### config.mk
export PLATFORM = sky130hd
export DESIGN_NAME = zigzag_varint_field_writer_flat
export DESIGN_NICKNAME = d
export VERILOG_FILES = /design/src/rtl/zvw_pkg.sv /design/src/rtl/zvw_if.sv /design/src/rtl/zigzag_varint_field_writer.sv /design/src/rtl/zvw_shifter.sv /design/src/rtl/zvw_sizer.sv /design/src/flat_wrapper.sv
export VERILOG_INCLUDE_DIRS = /design/src /design/src/rtl
export SDC_FILE = /design/constraint.sdc
export NUM_CORES = 1
export LEC_CHECK = 0
export ABC_AREA = 1
export BUFFER_PORTS_ARGS = -buffer_cell sky130_fd_sc_hd__buf_4
export CAP_MARGIN = 20
export CORE_MARGIN = 2
export CORE_UTILIZATION = 45
export DETAILED_ROUTE_END_ITERATION = 10
export HOLD_SLACK_MARGIN = 0.12
export PLACE_DENSITY = 0.66
export RECOVER_POWER = 100
export SLEW_MARGIN = 10
export SYNTH_ARGS = -nofsm -noshare
export SYNTH_HDL_FRONTEND = slang
export SYNTH_SLANG_ARGS = --single-unit
### constraint.sdc
create_clock -name clk -period 3.3 [get_ports clk]
set_clock_uncertainty 0.2 [all_clocks]
set_input_delay 0.66 -clock clk [delete_from_list [all_inputs] [get_ports clk]]
set_output_delay 0.66 -clock clk [all_outputs]
set_load 0.1 [all_outputs]
### src/rtl/zigzag_varint_field_writer_macros.svh
// Assertion macros used by the writer RTL file.
`ifndef ZIGZAG_VARINT_FIELD_WRITER_MACROS_SVH
`define ZIGZAG_VARINT_FIELD_WRITER_MACROS_SVH

// Same-cycle implication, checked on every rising edge outside reset.
`define ZVW_ASSERT_IMPL(label, clk, rst_n, ante, cons, msg) \
    label: assert property (@(posedge clk) disable iff (!rst_n) (ante) |-> (cons)) \
        else $error(msg);

// Next-cycle implication, checked on every rising edge outside reset.
`define ZVW_ASSERT_NEXT(label, clk, rst_n, ante, cons, msg) \
    label: assert property (@(posedge clk) disable iff (!rst_n) (ante) |=> (cons)) \
        else $error(msg);

`endif

### src/rtl/zvw_pkg.sv
`default_nettype none

package zvw_pkg;

    localparam int CAP_W   = 17;
    localparam int POS_W   = 16;
    localparam int CNT_W   = 4;
    localparam int VALUE_W = 64;
    localparam int GROUP_W = 7;
    localparam int GROUPS  = 10;

    localparam logic [CAP_W-1:0] RESET_CAPACITY = 17'h10000;
    localparam logic [CAP_W-1:0] CAP_ALL_ONES   = 17'h1FFFF;

    typedef enum logic [2:0] {
        ACT_RAW8  = 3'd0,
        ACT_RAW64 = 3'd1,
        ACT_U16   = 3'd2,
        ACT_S16   = 3'd3,
        ACT_U32   = 3'd4,
        ACT_S32   = 3'd5,
        ACT_U64   = 3'd6,
        ACT_S64   = 3'd7
    } action_t;

    // Controls from the sequencer to the byte shifter.
    typedef struct packed {
        logic load;       // capture a new item and map it
        logic size_load;  // set the number of bytes still to send
        logic step;       // send one byte and shift the word
    } shift_ctrl_t;

endpackage

`default_nettype wire

### src/rtl/zvw_if.sv
`default_nettype none

interface zvw_item_if;
    logic        valid;
    logic        ready;
    logic [2:0]  action;
    logic [63:0] value;

    modport source (output valid, output action, output value, input ready);
    modport sink   (input valid, input action, input value, output ready);
endinterface

interface zvw_result_if;
    logic        valid;
    logic        ready;
    logic [7:0]  out_byte;
    logic [15:0] byte_position;
    logic        last_of_item;
    logic        status;

    modport source (output valid, output out_byte, output byte_position,
                    output last_of_item, output status, input ready);
    modport sink   (input valid, input out_byte, input byte_position,
                    input last_of_item, input status, output ready);
endinterface

interface zvw_cfg_if;
    logic        valid;
    logic        ready;
    logic [16:0] buffer_capacity;

    modport source (output valid, output buffer_capacity, input ready);
    modport sink   (input valid, input buffer_capacity, output ready);
endinterface

`default_nettype wire

### src/rtl/zigzag_varint_field_writer.sv
// An accepted item is checked for space in ST_CHECK; its bytes then go out from
// ST_EMIT, or a no-space report is registered from ST_CHECK. A new item is taken
// only in ST_IDLE. An item writes N output bytes (N is 1 to 10), one byte per cycle
// from the byte shifter while the output slot is free.
// Results are held in an output register, so a stalled sink pauses the byte shifter.
// Reset: write offset 0, capacity 65536, no item in flight; no clearing pass.
`default_nettype none
`include "zigzag_varint_field_writer_macros.svh"

module zigzag_varint_field_writer #(
    parameter longint unsigned MAX_BUFFER_BYTES = 65536
) (
    input  wire logic  clk,
    input  wire logic  rst_n,
    zvw_item_if.sink   items,
    zvw_result_if.source results,
    zvw_cfg_if.sink    cfg
);

    // Capacities above the register range never clamp.
    localparam logic [zvw_pkg::CAP_W-1:0] CapLimit =
        (MAX_BUFFER_BYTES >= 64'(zvw_pkg::CAP_ALL_ONES)) ? zvw_pkg::CAP_ALL_ONES
                                                        : 17'(MAX_BUFFER_BYTES);

    typedef enum logic [1:0] {
        ST_IDLE,
        ST_CHECK,
        ST_EMIT
    } state_t;

    state_t                      state_reg, state_next;
    logic [zvw_pkg::CAP_W-1:0]   offset_reg, offset_next;
    logic [zvw_pkg::CAP_W-1:0]   cap_reg, cap_next;
    logic                        out_valid_reg, out_valid_next;
    logic [7:0]                  out_byte_reg, out_byte_next;
    logic [zvw_pkg::POS_W-1:0]   pos_reg, pos_next;
    logic                        last_reg, last_next;
    logic                        status_reg, status_next;

    zvw_pkg::shift_ctrl_t        ctrl;
    logic [zvw_pkg::VALUE_W-1:0] shift_word;
    zvw_pkg::action_t            shift_kind;
    logic [7:0]                  shift_byte;
    logic                        shift_last;
    logic [zvw_pkg::CNT_W-1:0]   size;
    logic [zvw_pkg::CAP_W-1:0]   cap_eff;
    logic                        fits;
    logic                        slot_free;

    zvw_shifter u_shifter (
        .clk       (clk),
        .rst_n     (rst_n),
        .ctrl      (ctrl),
        .action    (items.action),
        .value     (items.value),
        .size      (size),
        .word      (shift_word),
        .kind      (shift_kind),
        .data_byte (shift_byte),
        .last      (shift_last)
    );

    zvw_sizer u_sizer (
        .word (shift_word),
        .kind (shift_kind),
        .size (size)
    );

    assign cap_eff   = (cap_reg > CapLimit) ? CapLimit : cap_reg;
    assign fits      = (offset_reg < cap_eff) &&
                       ({{(zvw_pkg::CAP_W-zvw_pkg::CNT_W){1'b0}}, size} <= (cap_eff - offset_reg));
    assign slot_free = !out_valid_reg || results.ready;

    assign items.ready = (state_reg == ST_IDLE);
    assign cfg.ready   = 1'b1;

    always_comb
    begin
        state_next     = state_reg;
        offset_next    = offset_reg;
        cap_next       = cap_reg;
        out_valid_next = out_valid_reg;
        out_byte_next  = out_byte_reg;
        pos_next       = pos_reg;
        last_next      = last_reg;
        status_next    = status_reg;
        ctrl           = '0;

        if (results.ready)
        begin
            out_valid_next = 1'b0;
        end
        if (cfg.valid)
        begin
            cap_next = cfg.buffer_capacity;
        end

        unique case (state_reg)
            ST_IDLE:
            begin
                if (items.valid)
                begin
                    ctrl.load  = 1'b1;
                    state_next = ST_CHECK;
                end
            end
            ST_CHECK:
            begin
                if (fits)
                begin
                    ctrl.size_load = 1'b1;
                    state_next     = ST_EMIT;
                end
                else if (slot_free)
                begin
                    // No space: one error result, offset left as it is.
                    out_valid_next = 1'b1;
                    out_byte_next  = 8'h00;
                    pos_next       = offset_reg[zvw_pkg::POS_W-1:0];
                    last_next      = 1'b1;
                    status_next    = 1'b1;
                    state_next     = ST_IDLE;
                end
            end
            ST_EMIT:
            begin
                if (slot_free)
                begin
                    ctrl.step      = 1'b1;
                    out_valid_next = 1'b1;
                    out_byte_next  = shift_byte;
                    pos_next       = offset_reg[zvw_pkg::POS_W-1:0];
                    last_next      = shift_last;
                    status_next    = 1'b0;
                    offset_next    = offset_reg + 17'd1;
                    if (shift_last)
                    begin
                        state_next = ST_IDLE;
                    end
                end
            end
            default:
            begin
                state_next = ST_IDLE;
            end
        endcase
    end

    always_ff @(posedge clk or negedge rst_n)
    begin
        if (!rst_n)
        begin
            state_reg     <= ST_IDLE;
            offset_reg    <= '0;
            cap_reg       <= zvw_pkg::RESET_CAPACITY;
            out_valid_reg <= 1'b0;
            out_byte_reg  <= '0;
            pos_reg       <= '0;
            last_reg      <= 1'b0;
            status_reg    <= 1'b0;
        end
        else
        begin
            state_reg     <= state_next;
            offset_reg    <= offset_next;
            cap_reg       <= cap_next;
            out_valid_reg <= out_valid_next;
            out_byte_reg  <= out_byte_next;
            pos_reg       <= pos_next;
            last_reg      <= last_next;
            status_reg    <= status_next;
        end
    end

    assign results.valid         = out_valid_reg;
    assign results.out_byte      = out_byte_reg;
    assign results.byte_position = pos_reg;
    assign results.last_of_item  = last_reg;
    assign results.status        = status_reg;

    `ZVW_ASSERT_NEXT(a_error_keeps_offset, clk, rst_n,
        (state_reg == ST_CHECK) && !fits && slot_free, $stable(offset_reg),
        "error result moved the write offset")
    `ZVW_ASSERT_NEXT(a_byte_advances_offset, clk, rst_n,
        (state_reg == ST_EMIT) && slot_free, offset_reg == $past(offset_reg) + 17'd1,
        "sent byte did not advance the offset")
    `ZVW_ASSERT_IMPL(a_size_in_range, clk, rst_n,
        state_reg == ST_CHECK, (size != 4'd0) && (size <= 4'd10),
        "encoded length out of range")

endmodule

`default_nettype wire

### src/rtl/zvw_shifter.sv
`default_nettype none

module zvw_shifter (
    input  wire logic                         clk,
    input  wire logic                         rst_n,
    input  wire zvw_pkg::shift_ctrl_t         ctrl,
    input  wire logic [2:0]                   action,
    input  wire logic [zvw_pkg::VALUE_W-1:0]  value,
    input  wire logic [zvw_pkg::CNT_W-1:0]    size,
    output logic [zvw_pkg::VALUE_W-1:0]       word,
    output zvw_pkg::action_t                  kind,
    output logic [7:0]                        data_byte,
    output logic                              last
);

    logic [zvw_pkg::VALUE_W-1:0] word_reg;
    logic [zvw_pkg::VALUE_W-1:0] mapped;
    zvw_pkg::action_t            kind_reg;
    logic [zvw_pkg::CNT_W-1:0]   remain_reg;
    logic                        raw;

    // Zigzag mapping at the width of the kind; unsigned kinds are masked.
    always_comb
    begin
        mapped = '0;
        unique case (zvw_pkg::action_t'(action))
            zvw_pkg::ACT_RAW8,
            zvw_pkg::ACT_RAW64,
            zvw_pkg::ACT_U64:
            begin
                mapped = value;
            end
            zvw_pkg::ACT_U16:
            begin
                mapped = {48'b0, value[15:0]};
            end
            zvw_pkg::ACT_S16:
            begin
                mapped = {48'b0, {value[14:0], 1'b0} ^ {16{value[15]}}};
            end
            zvw_pkg::ACT_U32:
            begin
                mapped = {32'b0, value[31:0]};
            end
            zvw_pkg::ACT_S32:
            begin
                mapped = {32'b0, {value[30:0], 1'b0} ^ {32{value[31]}}};
            end
            zvw_pkg::ACT_S64:
            begin
                mapped = {value[62:0], 1'b0} ^ {64{value[63]}};
            end
        endcase
    end

    assign raw = (kind_reg == zvw_pkg::ACT_RAW8) || (kind_reg == zvw_pkg::ACT_RAW64);

    always_ff @(posedge clk or negedge rst_n)
    begin
        if (!rst_n)
        begin
            remain_reg <= '0;
            kind_reg   <= zvw_pkg::ACT_RAW8;
        end
        else
        begin
            if (ctrl.load)
            begin
                kind_reg <= zvw_pkg::action_t'(action);
            end
            if (ctrl.size_load)
            begin
                remain_reg <= size;
            end
            else if (ctrl.step)
            begin
                remain_reg <= remain_reg - 4'd1;
            end
        end
    end

    always_ff @(posedge clk)
    begin
        if (ctrl.load)
        begin
            word_reg <= mapped;
        end
        else if (ctrl.step)
        begin
            word_reg <= raw ? (word_reg >> 8) : (word_reg >> zvw_pkg::GROUP_W);
        end
    end

    // Varint bytes carry the continuation flag while more bytes follow.
    assign data_byte = raw ? word_reg[7:0] : {(remain_reg > 4'd1), word_reg[6:0]};
    assign last      = (remain_reg == 4'd1);
    assign word      = word_reg;
    assign kind      = kind_reg;

endmodule

`default_nettype wire

### src/rtl/zvw_sizer.sv
`default_nettype none

module zvw_sizer (
    input  wire logic [zvw_pkg::VALUE_W-1:0] word,
    input  wire zvw_pkg::action_t            kind,
    output logic [zvw_pkg::CNT_W-1:0]        size
);

    logic [zvw_pkg::GROUPS-1:0] nonzero;
    logic [zvw_pkg::CNT_W-1:0]  groups_used;

    // The varint length follows from the highest 7-bit group that is nonzero.
    always_comb
    begin
        for (int i = 0; i < zvw_pkg::GROUPS - 1; i++)
        begin
            nonzero[i] = |word[zvw_pkg::GROUP_W*i +: zvw_pkg::GROUP_W];
        end
        nonzero[zvw_pkg::GROUPS-1] = word[zvw_pkg::VALUE_W-1];
    end

    always_comb
    begin
        groups_used = 4'd1;
        for (int i = 1; i < zvw_pkg::GROUPS; i++)
        begin
            if (nonzero[i])
            begin
                groups_used = 4'(i + 1);
            end
        end
    end

    always_comb
    begin
        unique case (kind)
            zvw_pkg::ACT_RAW8:  size = 4'd1;
            zvw_pkg::ACT_RAW64: size = 4'd8;
            default:            size = groups_used;
        endcase
    end

endmodule

`default_nettype wire

### src/flat_wrapper.sv
// flat-port wrapper written by rule: the top's interface ports become plain ports
module zigzag_varint_field_writer_flat 
#(
    parameter longint unsigned MAX_BUFFER_BYTES = 65536
)
  (clk, rst_n, items_valid, items_action, items_value, items_ready, results_valid, results_out_byte, results_byte_position, results_last_of_item, results_status, results_ready, cfg_valid, cfg_buffer_capacity, cfg_ready);
  zvw_item_if items_i ();
  zvw_result_if results_i ();
  zvw_cfg_if cfg_i ();
  input  wire logic clk;
  input  wire logic rst_n;
  input wire logic [$bits(items_i.valid)-1:0] items_valid;
  input wire logic [$bits(items_i.action)-1:0] items_action;
  input wire logic [$bits(items_i.value)-1:0] items_value;
  output wire logic [$bits(items_i.ready)-1:0] items_ready;
  output wire logic [$bits(results_i.valid)-1:0] results_valid;
  output wire logic [$bits(results_i.out_byte)-1:0] results_out_byte;
  output wire logic [$bits(results_i.byte_position)-1:0] results_byte_position;
  output wire logic [$bits(results_i.last_of_item)-1:0] results_last_of_item;
  output wire logic [$bits(results_i.status)-1:0] results_status;
  input wire logic [$bits(results_i.ready)-1:0] results_ready;
  input wire logic [$bits(cfg_i.valid)-1:0] cfg_valid;
  input wire logic [$bits(cfg_i.buffer_capacity)-1:0] cfg_buffer_capacity;
  output wire logic [$bits(cfg_i.ready)-1:0] cfg_ready;
  assign items_i.valid = items_valid;
  assign items_i.action = items_action;
  assign items_i.value = items_value;
  assign items_ready = items_i.ready;
  assign results_valid = results_i.valid;
  assign results_out_byte = results_i.out_byte;
  assign results_byte_position = results_i.byte_position;
  assign results_last_of_item = results_i.last_of_item;
  assign results_status = results_i.status;
  assign results_i.ready = results_ready;
  assign cfg_i.valid = cfg_valid;
  assign cfg_i.buffer_capacity = cfg_buffer_capacity;
  assign cfg_ready = cfg_i.ready;
  zigzag_varint_field_writer #(.MAX_BUFFER_BYTES(MAX_BUFFER_BYTES)) u_core (.clk(clk), .rst_n(rst_n), .items(items_i), .results(results_i), .cfg(cfg_i));
endmodule
==> impl_metrics.json <==
{
  "run_status": "complete, but fails checks",
  "violations": "capacitance limit, slew limit, setup timing",
  "ys_top_cells_by_count": "nand2_1 (270), o21ai_0 (205), inv_1 (186), nor2_1 (108), dfrtp_1 (69)",
  "yosys.area.top_type": "edfxtp_1",
  "syn2layout_area_growth_pct": 28.6,
  "vias_per_cell": 5.25,
  "synth-seq-area-share": 0.399,
  "dieArea_um2": 21700,
  "n_antenna_cell": 0,
  "synth_edf_count": 64,
  "holdPathStages": 3,
  "drc": 0,
  "tightestPinTransition_ns": 1.77,
  "overflow": 0,
  "power.leakage_uw": 0.00546,
  "required_ns": 3.46,
  "totalWireLength_um": 24400,
  "setup_viol": 33,
  "clock_latency_ns": 0.43,
  "drive_above_1_share": 0.242,
  "grt_pass1_vias": 8323,
  "start_kind": "flop",
  "ctsHoldBuffers": 0,
  "yosysWarnings": 0,
  "drt-pass1-iter-count": 6,
  "synthFlopType": "dfrtp_1",
  "finalHoldViolCount": 0,
  "die_h_um": 147,
  "drv_cap": 1,
  "drtIter0Drc": 696,
  "largest_reg_flops": 64,
  "antenna_found_initial": 0,
  "ctsHtreeMaxLevel": 4,
  "grt_usage": 0.228,
  "synthMuxAreaShare": 0.00570,
  "min_to": "u_core.cap_reg[14]",
  "crit_arrival_ns": 3.89,
  "cts_root_buf": "clkbuf_16",
  "synth-xor-area-share": 0.0199,
  "cts_sinks": 134,
  "synth_fa_ha_area_frac": 0.0388,
  "die_w_um": 147,
  "synthSimpleGateAreaFrac": 0.222,
  "cts_buffers": 17,
  "place_inst": 1642,
  "rsz0062_at_grt": "true",
  "netlist-cell-type-count": 47,
  "drv_slew": 71,
  "relSlewSlack": -0.180,
  "gp_congestion": 0.911,
  "yosysMostFrequentCell": "nand2_1",
  "r2r_end": "u_core.state_reg[0]",
  "synth.area.top_cells": "edfxtp_1 (21%), dfrtp_1 (19%), o21ai_0 (11%), nand2_1 (11%), inv_1 (7.6%)",
  "max_freq_ghz": 0.268,
  "synth_area_per_cell_um2": 7.39,
  "setup_ws_ns": -0.428,
  "port_buffers": 116,
  "cts_tree": "done",
  "ys_async_sr_fraction": 0.522,
  "holdWs_ns": 0.239,
  "fin_cells": 1689,
  "fin_crit_sh": 1.13,
  "vdd_drop_max_mv": 0.399,
  "nNetsFinal": 1523,
  "path_class": "reg2reg",
  "drtAntennaViolNets": 0,
  "wl_per_cell_um": 14.5,
  "cts_max_path_buffers": 2,
  "clkSlewWorstSetupHoldPaths_ns": 0.06,
  "via_count": 8868,
  "netlist_area_um2": 9220,
  "hold_class": "in2reg",
  "r2r_setup_slack_ns": -0.43,
  "p_per_area_nw_per_um2": 795,
  "min-delay-start": "cfg_buffer_capacity[14]",
  "synth_top_area_frac": 0.208,
  "crit_path_max_fanout": 6,
  "fillers": 1854,
  "synth_top_family_by_area": "simple AND/OR/NAND/NOR gates",
  "num_rows": 52,
  "io_pins": 118,
  "hpwl_um": 17400,
  "synth_compound_area_frac": 0.209,
  "grt_max_degree": 87,
  "coreArea_um2": 20200,
  "period_minus_slack_ns": 3.73,
  "postSynthCellCount": 1248,
  "cp-end-kind": "flop",
  "synth_seq_cells": 134,
  "total_power_uw": 9430,
  "start_util": 0.457,
  "reg2regPathDepth": 26,
  "timing.rr.start": "u_core.cap_reg[0]",
  "synth_fp_nets": 1365,
  "grt_pass1_wl_um": 40100
}
## cells in the final DEF, fill, tap and decap left out, types with 3 or more instances in the layout
cell / instances
ha_4: 13
nand4_1: 14
nor2_4: 15
nand2_2: 36
buf_6: 9
xnor2_1: 3
o21ai_2: 28
xor2_1: 18
ha_1: 14
dfrtp_1: 69
edfxtp_1: 64
nand2_1: 230
nor3_1: 3
nand3_2: 10
inv_2: 4
a31oi_1: 30
o21ai_0: 202
a22oi_1: 14
nor2_2: 8
mux2i_1: 3
clkbuf_1: 34
nand3_1: 26
nor4_1: 10
a21oi_2: 6
clkbuf_4: 3
buf_16: 3
o22ai_1: 25
inv_1: 182
a21oi_1: 31
clkbuf_16: 19
nand2_4: 16
nor2_1: 92
nor4_2: 4
buf_4: 143
clkinvlp_4: 3
## what timing repair did
action                                  CTS  global route
endpoints found under the setup margin   33            33
setup buffers                            12             2
pin swaps                                28            18
gates cloned                              3             0
gates resized for setup                 117            28
## power by group
part	leakage (uW)	internal, uW	switching (uW)
sequential	0.00145	2530	353
clock	0.000284	1150	725
combinational	0.00373	1520	3140
## worst max-delay path, stage by stage, from the launching register on
cell	delay, ns
dfrtp_1	0.40
nor4_2	0.31
nand4_1	0.16
nand2_2	0.12
clkinvlp_4	0.25
buf_6	0.24
nor2_4	0.14
ha_4	0.23
nand2_1	0.06
nand2_1	0.06
inv_1	0.08
nand2_2	0.08
a21oi_2	0.15
nand2_2	0.08
nand2_1	0.07
nand2_1	0.05
nor2_1	0.14
nand2_1	0.08
nor2_2	0.10
nand2_2	0.08
buf_4	0.14
buf_6	0.12
nand2_4	0.08
nand2_4	0.07
nand2_4	0.07
nand2_1	0.05
nand2_1	0.05
## layer usage
metal / global-route usage / vias up / wire length (um)
met3: 0.0407 / 40 / 1450
met1: 0.310 / 4092 / 11000
met2: 0.370 / 268 / 11500
li1: - / 4468 / -
met4: 0.0779 / 0 / 483
met5: 0 / - / 0
## cell type report
cell class,count,area (um2),area share
Clock inverter,9,90.1,0.00760
Timing Repair Buffer,193,1450,0.122
Clock buffer,23,500,0.0422
Multi-Input combinational cell,869,5090,0.429
Tap cell,270,338,0.0285
Sequential cell,134,3670,0.310
Inverter,191,724,0.0611
## how the worst max path moves through the flow
stage / endpoint / slack, ns / from
floorplan: u_core.results.byte_position[14] / 0.05 / u_core.cap_reg[0]
global placement: u_core.results.byte_position[1] / -0.30 / u_core.cap_reg[12]
detailed placement: u_core.results.byte_position[0] / -0.42 / u_core.cap_reg[12]
CTS: u_core.results.byte_position[7] / -0.33 / u_core.cap_reg[15]
global route: u_core.state_reg[0] / -0.63 / u_core.cap_reg[0]
finish: u_core.state_reg[0] / -0.43 / u_core.cap_reg[0]
## metrics by stage
stage	area, um2	TNS (ns)	setup slack, ns	util
2_1_floorplan	9220	0	0.0525	-
3_3_place_gp	10700	-9.10	-0.298	0.531
3_5_place_dp	10700	-12.44	-0.421	0.531
4_1_cts	12000	-9.87	-0.329	0.593
5_1_grt	11900	-23.21	-0.635	0.588
6_report	11900	-12.92	-0.428	0.588
## cell families after synthesis
group,after synthesis
simple gates,473
fa+ha+maj,28
flops,134
mux,5
xor+xnor,21
compound gates,341
other cells,1
buf+inv,245
Note: power is estimated with default switching activity, not from simulation.
